## config.mk

```make
export PLATFORM = sky130hd
export DESIGN_NAME = tssd_front
export DESIGN_NICKNAME = d
export VERILOG_FILES = /design/src/sv/tiled_sum_squared_difference_unit_defines.svh /design/src/sv/tssd_pkg.sv /design/src/sv/tssd_front.sv
export SDC_FILE = /design/constraint.sdc
export NUM_CORES = 1
export LEC_CHECK = 0
export BUFFER_PORTS_ARGS = -buffer_cell sky130_fd_sc_hd__buf_2
export CAP_MARGIN = 20
export CORE_ASPECT_RATIO = 0.9
export CORE_MARGIN = 2
export CORE_UTILIZATION = 55
export DETAILED_ROUTE_END_ITERATION = 12
export GPL_TIMING_DRIVEN = 1
export PLACE_DENSITY = 0.81
export SLEW_MARGIN = 10
export SYNTH_ARGS = -nofsm -noshare
export SYNTH_HDL_FRONTEND = slang
export SYNTH_SLANG_ARGS = --single-unit
```

## constraint.sdc

```tcl
create_clock -name clk_i -period 0.8 [get_ports clk_i]
set_input_delay 0.16 -clock clk_i [delete_from_list [all_inputs] [get_ports clk_i]]
set_output_delay 0.16 -clock clk_i [all_outputs]
set_load 0.005 [all_outputs]
```

## src/sv/tiled_sum_squared_difference_unit_defines.svh

```systemverilog
`ifndef TILED_SUM_SQUARED_DIFFERENCE_UNIT_DEFINES_SVH
`define TILED_SUM_SQUARED_DIFFERENCE_UNIT_DEFINES_SVH

// same-cycle implication, checked outside reset
`define TSSD_ASSERT_NOW(lbl, pre, post) \
  lbl: assert property (@(posedge clk_i) disable iff (!rst_ni) (pre) |-> (post)) \
    else $error("tssd check failed");

// next-cycle implication, checked outside reset
`define TSSD_ASSERT_NEXT(lbl, pre, post) \
  lbl: assert property (@(posedge clk_i) disable iff (!rst_ni) (pre) |=> (post)) \
    else $error("tssd check failed");

`endif

```

## src/sv/tssd_pkg.sv

```systemverilog
package tssd_pkg;

  localparam int TILE_ENTRIES = 1024;
  localparam int TILE_SHIFT   = 5;
  localparam int TILE_SIZE    = 1 << TILE_SHIFT;

  localparam int COORD_W = 10;
  localparam int DIM_W   = 11;
  localparam int CHAN_W  = 8;
  localparam int SQ_W    = 2 * CHAN_W;
  localparam int SUM_W   = SQ_W + 2;
  localparam int IDX_W   = 10;
  localparam int ERR_W   = 28;
  localparam int TOT_W   = 38;

  localparam int TPR_W   = DIM_W + 1 - TILE_SHIFT;
  localparam int TROW_W  = COORD_W - TILE_SHIFT;
  localparam int LIN_W   = TROW_W + TPR_W + 1;
  localparam int TBL_AW  = $clog2(TILE_ENTRIES);

  localparam logic [DIM_W-1:0] WIDTH_RST  = DIM_W'(640);
  localparam logic [DIM_W-1:0] HEIGHT_RST = DIM_W'(480);

  typedef enum logic [0:0] {
    CFG_IMAGE_WIDTH  = 1'b0,
    CFG_IMAGE_HEIGHT = 1'b1
  } cfg_idx_e;

  typedef struct packed {
    logic [DIM_W-1:0] image_width;
    logic [DIM_W-1:0] image_height;
  } cfg_t;

  typedef struct packed {
    logic [COORD_W-1:0] pixel_x;
    logic [COORD_W-1:0] pixel_y;
    logic [CHAN_W-1:0]  cand_blue;
    logic [CHAN_W-1:0]  cand_green;
    logic [CHAN_W-1:0]  cand_red;
    logic [CHAN_W-1:0]  ref_blue;
    logic [CHAN_W-1:0]  ref_green;
    logic [CHAN_W-1:0]  ref_red;
  } pix_in_t;

  typedef struct packed {
    logic [IDX_W-1:0] tile_index;
    logic [ERR_W-1:0] tile_error;
    logic [TOT_W-1:0] total_error;
  } res_out_t;

  typedef struct packed {
    logic             valid;
    logic             last;
    logic             in_range;
    logic [IDX_W-1:0] tile_idx;
    logic [SUM_W-1:0] sq_sum;
  } stage_t;

  typedef struct packed {
    logic             valid;
    logic             in_range;
    logic [IDX_W-1:0] tile_idx;
    logic [ERR_W-1:0] err;
  } tile_req_t;

  typedef struct packed {
    logic     valid;
    res_out_t res;
  } tile_res_t;

endpackage

```

## src/sv/tssd_front.sv

```systemverilog
module tssd_front (
  input  logic             clk_i,
  input  logic             rst_ni,
  input  logic             adv_i,
  input  logic             accept_i,
  input  tssd_pkg::pix_in_t pix_i,
  input  tssd_pkg::cfg_t   cfg_i,
  output tssd_pkg::stage_t stage_o
);
  import tssd_pkg::*;

  function automatic logic [SQ_W-1:0] sq_diff(input logic [CHAN_W-1:0] a,
                                               input logic [CHAN_W-1:0] b);
    logic [CHAN_W-1:0] d;
    d = (a > b) ? (a - b) : (b - a);
    return SQ_W'(d) * SQ_W'(d);
  endfunction

  logic [DIM_W-1:0]  xe, ye;
  logic              in_img, x_end, y_end;
  logic [DIM_W:0]    wsum;
  logic [TPR_W-1:0]  tpr;
  logic [LIN_W-1:0]  lin_idx;
  logic [SUM_W-1:0]  sum;
  logic              valid_q;
  stage_t            stage_d, stage_q;

  assign xe     = {1'b0, pix_i.pixel_x};
  assign ye     = {1'b0, pix_i.pixel_y};
  assign in_img = (xe < cfg_i.image_width) && (ye < cfg_i.image_height);
  assign x_end  = (xe == cfg_i.image_width - DIM_W'(1)) ||
                  (pix_i.pixel_x[TILE_SHIFT-1:0] == '1);
  assign y_end  = (ye == cfg_i.image_height - DIM_W'(1)) ||
                  (pix_i.pixel_y[TILE_SHIFT-1:0] == '1);

  // tiles per row, rounded up
  assign wsum    = {1'b0, cfg_i.image_width} + (DIM_W + 1)'(TILE_SIZE - 1);
  assign tpr     = wsum[DIM_W:TILE_SHIFT];
  assign lin_idx = LIN_W'(pix_i.pixel_y[COORD_W-1:TILE_SHIFT]) * LIN_W'(tpr)
                 + LIN_W'(pix_i.pixel_x[COORD_W-1:TILE_SHIFT]);

  assign sum = SUM_W'(sq_diff(pix_i.cand_red, pix_i.ref_red))
             + SUM_W'(sq_diff(pix_i.cand_green, pix_i.ref_green))
             + SUM_W'(sq_diff(pix_i.cand_blue, pix_i.ref_blue));

  always_comb begin
    stage_d          = stage_q;
    stage_d.valid    = accept_i && in_img;
    stage_d.last     = x_end && y_end;
    stage_d.in_range = (32'(lin_idx) < 32'(TILE_ENTRIES));
    stage_d.tile_idx = lin_idx[IDX_W-1:0];
    stage_d.sq_sum   = sum;
  end

  always_ff @(posedge clk_i or negedge rst_ni) begin
    if (!rst_ni) begin
      valid_q <= 1'b0;
    end else if (adv_i) begin
      valid_q <= stage_d.valid;
    end
  end

  always_ff @(posedge clk_i) begin
    if (adv_i) begin
      stage_q <= stage_d;
    end
  end

  always_comb begin
    stage_o       = stage_q;
    stage_o.valid = valid_q;
  end

endmodule

```

; Yosys cells after proc, flatten, opt, wreduce, memory -nomap -nowiden
; Index checks and enable logic that the tools add are counted.
; Widths: inputs -> output; s select.
[word_totals]
out_inout_bits = 31
wordCells = 39
ff_bits = 31
inputBits = 94
[op_classes]
addsub = 12
mul = 4
eq_ne = 4
order_cmp = 6
n_mux = 3
n_reduce_logical = 5
[op_table]
columns = cell, count
row1 = $mul 8x8->16, 3
row2 = $sub 8x8->8, 6
row3 = $gt 8x8->1, 3
row4 = $mux 8, 3
row5 = $eq 10x11->1, 2
row6 = $lt 10x11->1, 2
row7 = $sub 11x1->11 const B, 2
row8 = $add 17x16->18, 1
row9 = $add 16x16->17, 1
row10 = $add 12x5->13, 1
row11 = $lt 13x11->1 const B, 1
row12 = $add 11x5->12 const B, 1
row13 = $mul 5x7->12, 1
row14 = $eq 5x5->1 const B, 2
row15 = $logic_and 1x1->1, 3
row16 = $logic_or 1x1->1, 2

; Depth between registers and ports, before layout
; Gate-level depths: netlist of run 1.
[depth]
ltp_word = 5
ltp_mapped = 33
mapped_depth_nobuf = 32

; Worst setup path after synthesis of run 1
; Ideal clock, no wire load.
[synth_timing]
path_type = in2reg
start = in pix_i[24] (netlist name)
end = reg stage_q, in the netlist stage_o[17] (data pin)
setup_slack_ns = -6.806
required_time_ns = 0.542
arrival_ns = 7.348
n_path_buf = 0
stages = 30
setup_ns = 0.258
path_cell_list = inv_1 ha_1 inv_1 fa_1 a21o_1 nand2_1 o21ai_1 a21oi_4 mux2i_1 xor2_1 inv_2 nand2b_1 fa_1 fa_1 fa_1 inv_1 fa_1 inv_1 fa_1 fa_1 inv_1 fa_1 ha_1 nor2b_1 o31a_1 o41ai_2 o21ai_0 a21o_1 a21oi_1 xnor2_1
[synth_rtl]
columns = element, line
row1 = start: declaration, tssd_front.sv:6  ; input tssd_pkg::pix_in_t pix_i,
row2 = end signal: assignment, tssd_front.sv:65  ; stage_q <= stage_d;
row3 = end: declaration, tssd_front.sv:26  ; stage_t stage_d, stage_q;

==> flow_metrics.env, run 1 <==
export IMPL_status="finished with violations"
export IMPL_violations="negative setup slack"
export IMPL_rows=48
export IMPL_die_area_um2=20800
export IMPL_grt_pass1_vias=11495
export IMPL_synth_edf_count=30
export IMPL_yosysWarnings=0
export IMPL_dp_final_hpwl_mm=25.1
export IMPL_finalNonFillerCells=1891
export IMPL_finalCriticalPeriod_ns=7.83
export IMPL_fin_nets=2065
export IMPL_crit_path_top_delay_cell="fa_1"
export IMPL_wl_per_cell_um=23.2
export IMPL_required_ns=0.85
export IMPL_slew_violations=0
export IMPL_via_per_inst=6.05
export IMPL_grt_max_degree=19
export IMPL_max_clock_path_buffers=2
export IMPL_track_usage=0.336
export IMPL_drt_pass1_iterations=6
export IMPL_num_vias=11443
export IMPL_endpoint_kind="flip-flop"
export IMPL_io_buffers=124
export IMPL_drt_antenna_violating_nets=0
export IMPL_place_congestion=0.948
export IMPL_critical_path_max_stage_delay_ns=0.77
export IMPL_timing_critical_path_mode_cell="fa_1"
export IMPL_grt_ovfl_total=0
export IMPL_fin_ws_ns=-7.03
export IMPL_ys_ff_latch=31
export IMPL_root_buffer="clkbuf_16"
export IMPL_critPathLaunchType="input pin"
export IMPL_initial_core_util=0.564
export IMPL_drc=0
export IMPL_core_area_um2=19200
export IMPL_fin_skew_ns=0
export IMPL_synth_nets=1620
export IMPL_synth_async_reset_ratio=0.0323
export IMPL_timing_fmax_mhz=128
export IMPL_finalSetupViolCount=62
export IMPL_tightest_slew_ns=0.558
export IMPL_slew_headroom=0.628
export IMPL_ys_seq_area_frac=0.0855
export IMPL_cts_tree="yes"
export IMPL_critPathBufInv=9
export IMPL_cts_buffers=5
export IMPL_ys_top_cells_by_area="fa_1 (29%), ha_1 (20%), inv_1 (9.9%)"
export IMPL_rsz0062_at_grt="true"
export IMPL_drive_gt1_frac=0.423
export IMPL_synthFlopType="edfxtp_1"
export IMPL_postSynthCellCount=1195
export IMPL_grt_pass1_wl_mm=55.8
export IMPL_crit_path_start="pix_i[24]"
export IMPL_dieHeight_um=137
export IMPL_netlist_area_um2=10800
export IMPL_r2r_start="valid_q"
export IMPL_io_pins=125
export IMPL_timing_final_crit_share=9.79
export IMPL_synth_area_per_cell_um2=9.07
export IMPL_hold_viol_final=0
export IMPL_drt_initial_drc_count=953
export IMPL_synth_area_leader_cell="fa_1"
export IMPL_clk_pin_slew_ns=0.07
export IMPL_numPlacedInstances=1824
export IMPL_crit_type="input pin to flip-flop"
export IMPL_antenna_cells=0
export IMPL_maxCapViolations=0
export IMPL_totalWireLength_mm=43.9
export IMPL_yosysTopAreaCellShare=0.294
export IMPL_htree_levels=2
export IMPL_grt_antenna_before_repair=1
export IMPL_critPathMaxFanout=6
export IMPL_hold_class="input pin to asynchronous set/reset pin"
export IMPL_die_w_um=152
export IMPL_yosysUniqueCellTypes=78
export IMPL_critPathArrivalTime_ns=7.88
export IMPL_cts_sinks=31
export IMPL_clock_latency_ns=0.30
export IMPL_area_delta_synth_final_pct=46.5
export IMPL_cp_top_family="adder cells"
==> routing by layer <==
layer | wire [um] | vias up | global-route usage
met1 | 14300 | 5463 | 0.398
met2 | 20900 | 891 | 0.607
met5 | 0 | - | 0
met3 | 4320 | 400 | 0.0557
met4 | 4350 | 0 | 0.146
li1 | - | 4689 | -
==> cell usage after synthesis, types with 6 or more instances <==
library cell	number
o21bai_1	6
buf_2	6
and2_1	26
nand3_1	9
xnor2_1	48
a21o_1	20
o21a_1	6
nor4_1	6
clkbuf_1	6
o21ai_0	25
ha_1	172
and3_1	13
nor2b_1	7
fa_1	159
nand2_1	61
nand4_1	9
xor2_1	18
nor3_1	11
a21oi_1	48
a31oi_1	7
or2_2	7
mux2i_1	15
inv_1	285
nand2b_1	16
edfxtp_1	30
nor2_1	86
==> worst register-to-register path: stages, from the launching register on <==
cell	delay (ns)
dfrtp_1	0.40
nand2b_1	0.14
nand4b_1	0.16
a2bb2oi_2	0.19
==> cell usage in the layout, fill, tap and decap left out, types with 9 or more instances in the layout <==
cell | Yosys | layout
nand2_1 | 61 | 57
xnor2_2 | 3 | 14
edfxtp_1 | 30 | 30
nor2_1 | 86 | 71
inv_1 | 285 | 246
buf_4 | 2 | 290
and2_1 | 26 | 21
a21o_1 | 20 | 20
fa_1 | 159 | 150
nor2_2 | 2 | 11
a21oi_1 | 48 | 32
xor2_1 | 18 | 15
fa_2 | 0 | 9
buf_2 | 6 | 116
inv_2 | 5 | 34
buf_6 | 3 | 41
a21oi_2 | 0 | 14
ha_4 | 0 | 41
and3_1 | 13 | 11
mux2i_4 | 2 | 9
xnor2_1 | 48 | 33
ha_1 | 172 | 128
nand4_1 | 9 | 9
o21ai_0 | 25 | 13
nand2b_1 | 16 | 16
==> stage by stage <==
step           TNS (ns)  setup WS [ns]   util  hold WS [ns]  area (um2)
2_1_floorplan   -118.83          -6.58      -        -0.136       11300
3_3_place_gp    -133.85          -6.90  0.738       -0.0655       14200
3_5_place_dp    -137.93          -7.13  0.738       -0.0640       14200
4_1_cts         -128.93          -6.54  0.802         0.166       15400
5_1_grt         -141.34          -7.26  0.826         0.190       15900
6_report        -137.47          -7.03  0.826         0.163       15900
==> path summary, 6_finish.rpt <==
check	end	slack, ns	cells past startpoint
max	stage_o[17]	-7.03	33
min	valid_q	0.16	2
max reg2reg	valid_q	-0.20	3
min reg2reg	valid_q	0.66	2
max in group asynchronous	valid_q	0.55	2
min in group clk_i	stage_o[18]	0.22	2
==> cell type report <==
cell class                      instances  area [um2]
Multi-Input combinational cell        856        9950
Timing Repair Buffer                  456        3370
Fill cell                             960        3350
Inverter                              290        1140
Sequential cell                        31         926
Tap cell                              250         313
Clock buffer                            5         125
Clock inverter                          3        38.8
==> logic make-up (layout without fill, tap and decap cells) <==
| logic type | Yosys count | in the layout | share of synthesized area |
|---|---|---|---|
| flops | 31 | 31 | 0.0855 |
| mux | 18 | 18 | 0.0191 |
| fa+ha+maj | 331 | 331 | 0.492 |
| simple gates | 276 | 276 | 0.127 |
| compound gates | 157 | 157 | 0.0983 |
| buf+inv | 308 | 754 | 0.110 |
| xor+xnor | 74 | 74 | 0.0675 |
==> flip-flops by register name (all words and copies together) (netlist names) <==
name,count
stage_o,30
valid_q,1
==> timing repair <==
item / in CTS / in global routing
endpoints found under the setup margin: 62 / 62
hold buffers: 1 / 0
gates cloned: 0 / 0
setup buffers: 47 / 27
pin swaps: 121 / 82
endpoints found under the hold margin: 1 / 0
gates resized for setup: 159 / 81
Power of run 1 is not shown: default switching activity piles up to over one toggle a cycle in this logic, so the estimate is an artifact.
==> run 2, diff against run 1 <==
Settings changed: GPL_TIMING_DRIVEN 1 to 0.
==> run 2 against run 1 <==
Final cell count decreased by 9.1%. Utilization decreased by 5.4 points. Global-route usage decreased by 2.9 points. Setup slack improved by 0.11 ns. Sequential share of layout area increased by 0.41 points. First-iteration DRC count decreased by 2.8%. Largest cell class unchanged. Fmax increased by 1.5%. Hold slack got worse by 0.00097 ns. Count of clock-buffer cells in the layout unchanged. Critical path depth decreased by 4. Register-to-register slack improved by 0.10 ns. The run still ends with negative setup slack left.
==> flow_metrics.env, run 2 (synthesis gave the netlist of run 1 again) <==
export IMPL_place_congestion=0.904
export IMPL_grt_pass1_vias=10442
export IMPL_fill_cells=1071
export IMPL_final_common_cell="inv_1"
export IMPL_rows=48
export IMPL_track_usage=0.307
export IMPL_die_area_um2=20800
export IMPL_finalSetupViolCount=62
export IMPL_area_delta_synth_final_pct=36.9
export IMPL_root_buffer="clkbuf_16"
export IMPL_grt_max_degree=33
export IMPL_fin_ws_ns=-6.92
export IMPL_wl_per_cell_um=20.4
export IMPL_totalWireLength_mm=35.0
export IMPL_timing_final_crit_share=9.65
export IMPL_wl_met2_mm=17.3
export IMPL_die_w_um=152
export IMPL_grt_pass1_wl_mm=51.0
export IMPL_timing_critical_path_mode_cell="fa_1"
export IMPL_cts_buffers=5
export IMPL_status="finished with violations"
export IMPL_cts_tree="yes"
export IMPL_htree_levels=2
export IMPL_crit_type="input pin to flip-flop"
export IMPL_tightest_slew_ns=0.707
export IMPL_slew_headroom=0.524
export IMPL_grt_ovfl_total=0
export IMPL_violations="negative setup slack"
export IMPL_slew_violations=0
export IMPL_hold_class="input pin to asynchronous set/reset pin"
export IMPL_drt_initial_drc_count=926
export IMPL_drive_gt1_frac=0.369
export IMPL_fin_nets=1893
export IMPL_io_buffers=124
export IMPL_clock_latency_ns=0.30
export IMPL_critPathArrivalTime_ns=7.75
export IMPL_max_clock_path_buffers=2
export IMPL_reg2reg_depth=3
export IMPL_dieHeight_um=137
export IMPL_fin_skew_ns=0
export IMPL_hold_viol_final=0
export IMPL_antenna_cells=0
export IMPL_drc=0
export IMPL_drt_antenna_violating_nets=0
export IMPL_maxCapViolations=0
export IMPL_num_vias=10088
export IMPL_top_layer_used="met4"
export IMPL_via_per_inst=5.87
export IMPL_io_pins=125
export IMPL_drt_pass1_iterations=7
export IMPL_core_area_um2=19200
export IMPL_multiInputGateArea_um2=10100
export IMPL_post_route_util=0.772
export IMPL_clk_pin_slew_ns=0.07
export IMPL_endpoint_kind="flip-flop"
export IMPL_largest_reg_flops=30
export IMPL_critical_path_max_stage_delay_ns=0.54
export IMPL_dr_wl_met3_mm=3.12
export IMPL_crit_path_top_delay_cell="fa_1"
export IMPL_initial_core_util=0.564
export IMPL_cts_sinks=31
export IMPL_critPathLaunchType="input pin"
export IMPL_rsz0062_at_grt="true"
export IMPL_dp_final_hpwl_mm=21.0
export IMPL_timing_fmax_mhz=130
export IMPL_critPathMaxFanout=6
export IMPL_grt_antenna_before_repair=0
export IMPL_required_ns=0.83
export IMPL_finalCriticalPeriod_ns=7.72
export IMPL_most_common_layout_cells="inv_1 (240), fa_1 (149), ha_1 (126)"
export IMPL_seqCellArea_um2=926
export IMPL_wl_met1_mm=12.7
==> run 2: worst paths after layout <==
check	from	end	slack [ns]
min in group clk_i	cfg_i[10]	valid_q	0.27
setup / recovery	pix_i[2]	stage_o[13]	-6.92
hold reg to reg	valid_q	valid_q	0.63
max in group asynchronous	rst_ni	valid_q	0.55
setup reg to reg	valid_q	valid_q	-0.10
hold / removal	rst_ni	valid_q	0.16
==> run 2: per-layer routing <==
layer / track usage / vias to the layer above
li1: - / 4351
met3: 0.0516 / 178
met5: 0 / -
met4: 0.136 / 0
met1: 0.376 / 4921
met2: 0.540 / 638
==> run 2: final cells by class <==
cell class	count	share of cell area
inverter	290	0.0773
timing repair buffer	268	0.136
buffer	16	0.00995
multi-input combinational	856	0.684
clock buffer	5	0.00843
clock inverter	2	0.000590
sequential	31	0.0624
tap	250	0.0211
==> run 2: stage by stage <==
stage | setup slack [ns] | cell area, um2 | hold WS (ns) | cells | setup TNS, ns
after floorplan | -6.58 | 11300 | -0.136 | 1195 | -118.83
after global placement | -7.65 | 12200 | -0.0647 | 1569 | -150.26
after detailed placement | -7.71 | 12200 | -0.0553 | 1569 | -152.96
after CTS | -6.59 | 14300 | 0.174 | 1690 | -125.95
after global routing | -7.11 | 14800 | 0.192 | 1718 | -136.39
final | -6.92 | 14800 | 0.162 | 1718 | -132.42
==> run 2: repair_timing <==
action | CTS | global route
gates resized for setup | 220 | 82
gates cloned | 0 | 0
pin swaps | 137 | 82
hold endpoints to repair | 1 | 0
buffers inserted | 115 | 33
hold buffers | 1 | 0
endpoints found under the setup margin | 92 | 62
==> run 2: worst max-delay path: cells and delay by family <==
family / cells / cell delay (ns)
adder cells (fa/ha/maj): 9 / 4.20
buffers and inverters: 9 / 1.02
multiplexers: 1 / 0.20
AND/OR/NAND/NOR: 2 / 0.20
XOR/XNOR: 2 / 0.30
AO/OA/AOI/OAI: 6 / 1.66
Power of run 2 is left out for the same reason.
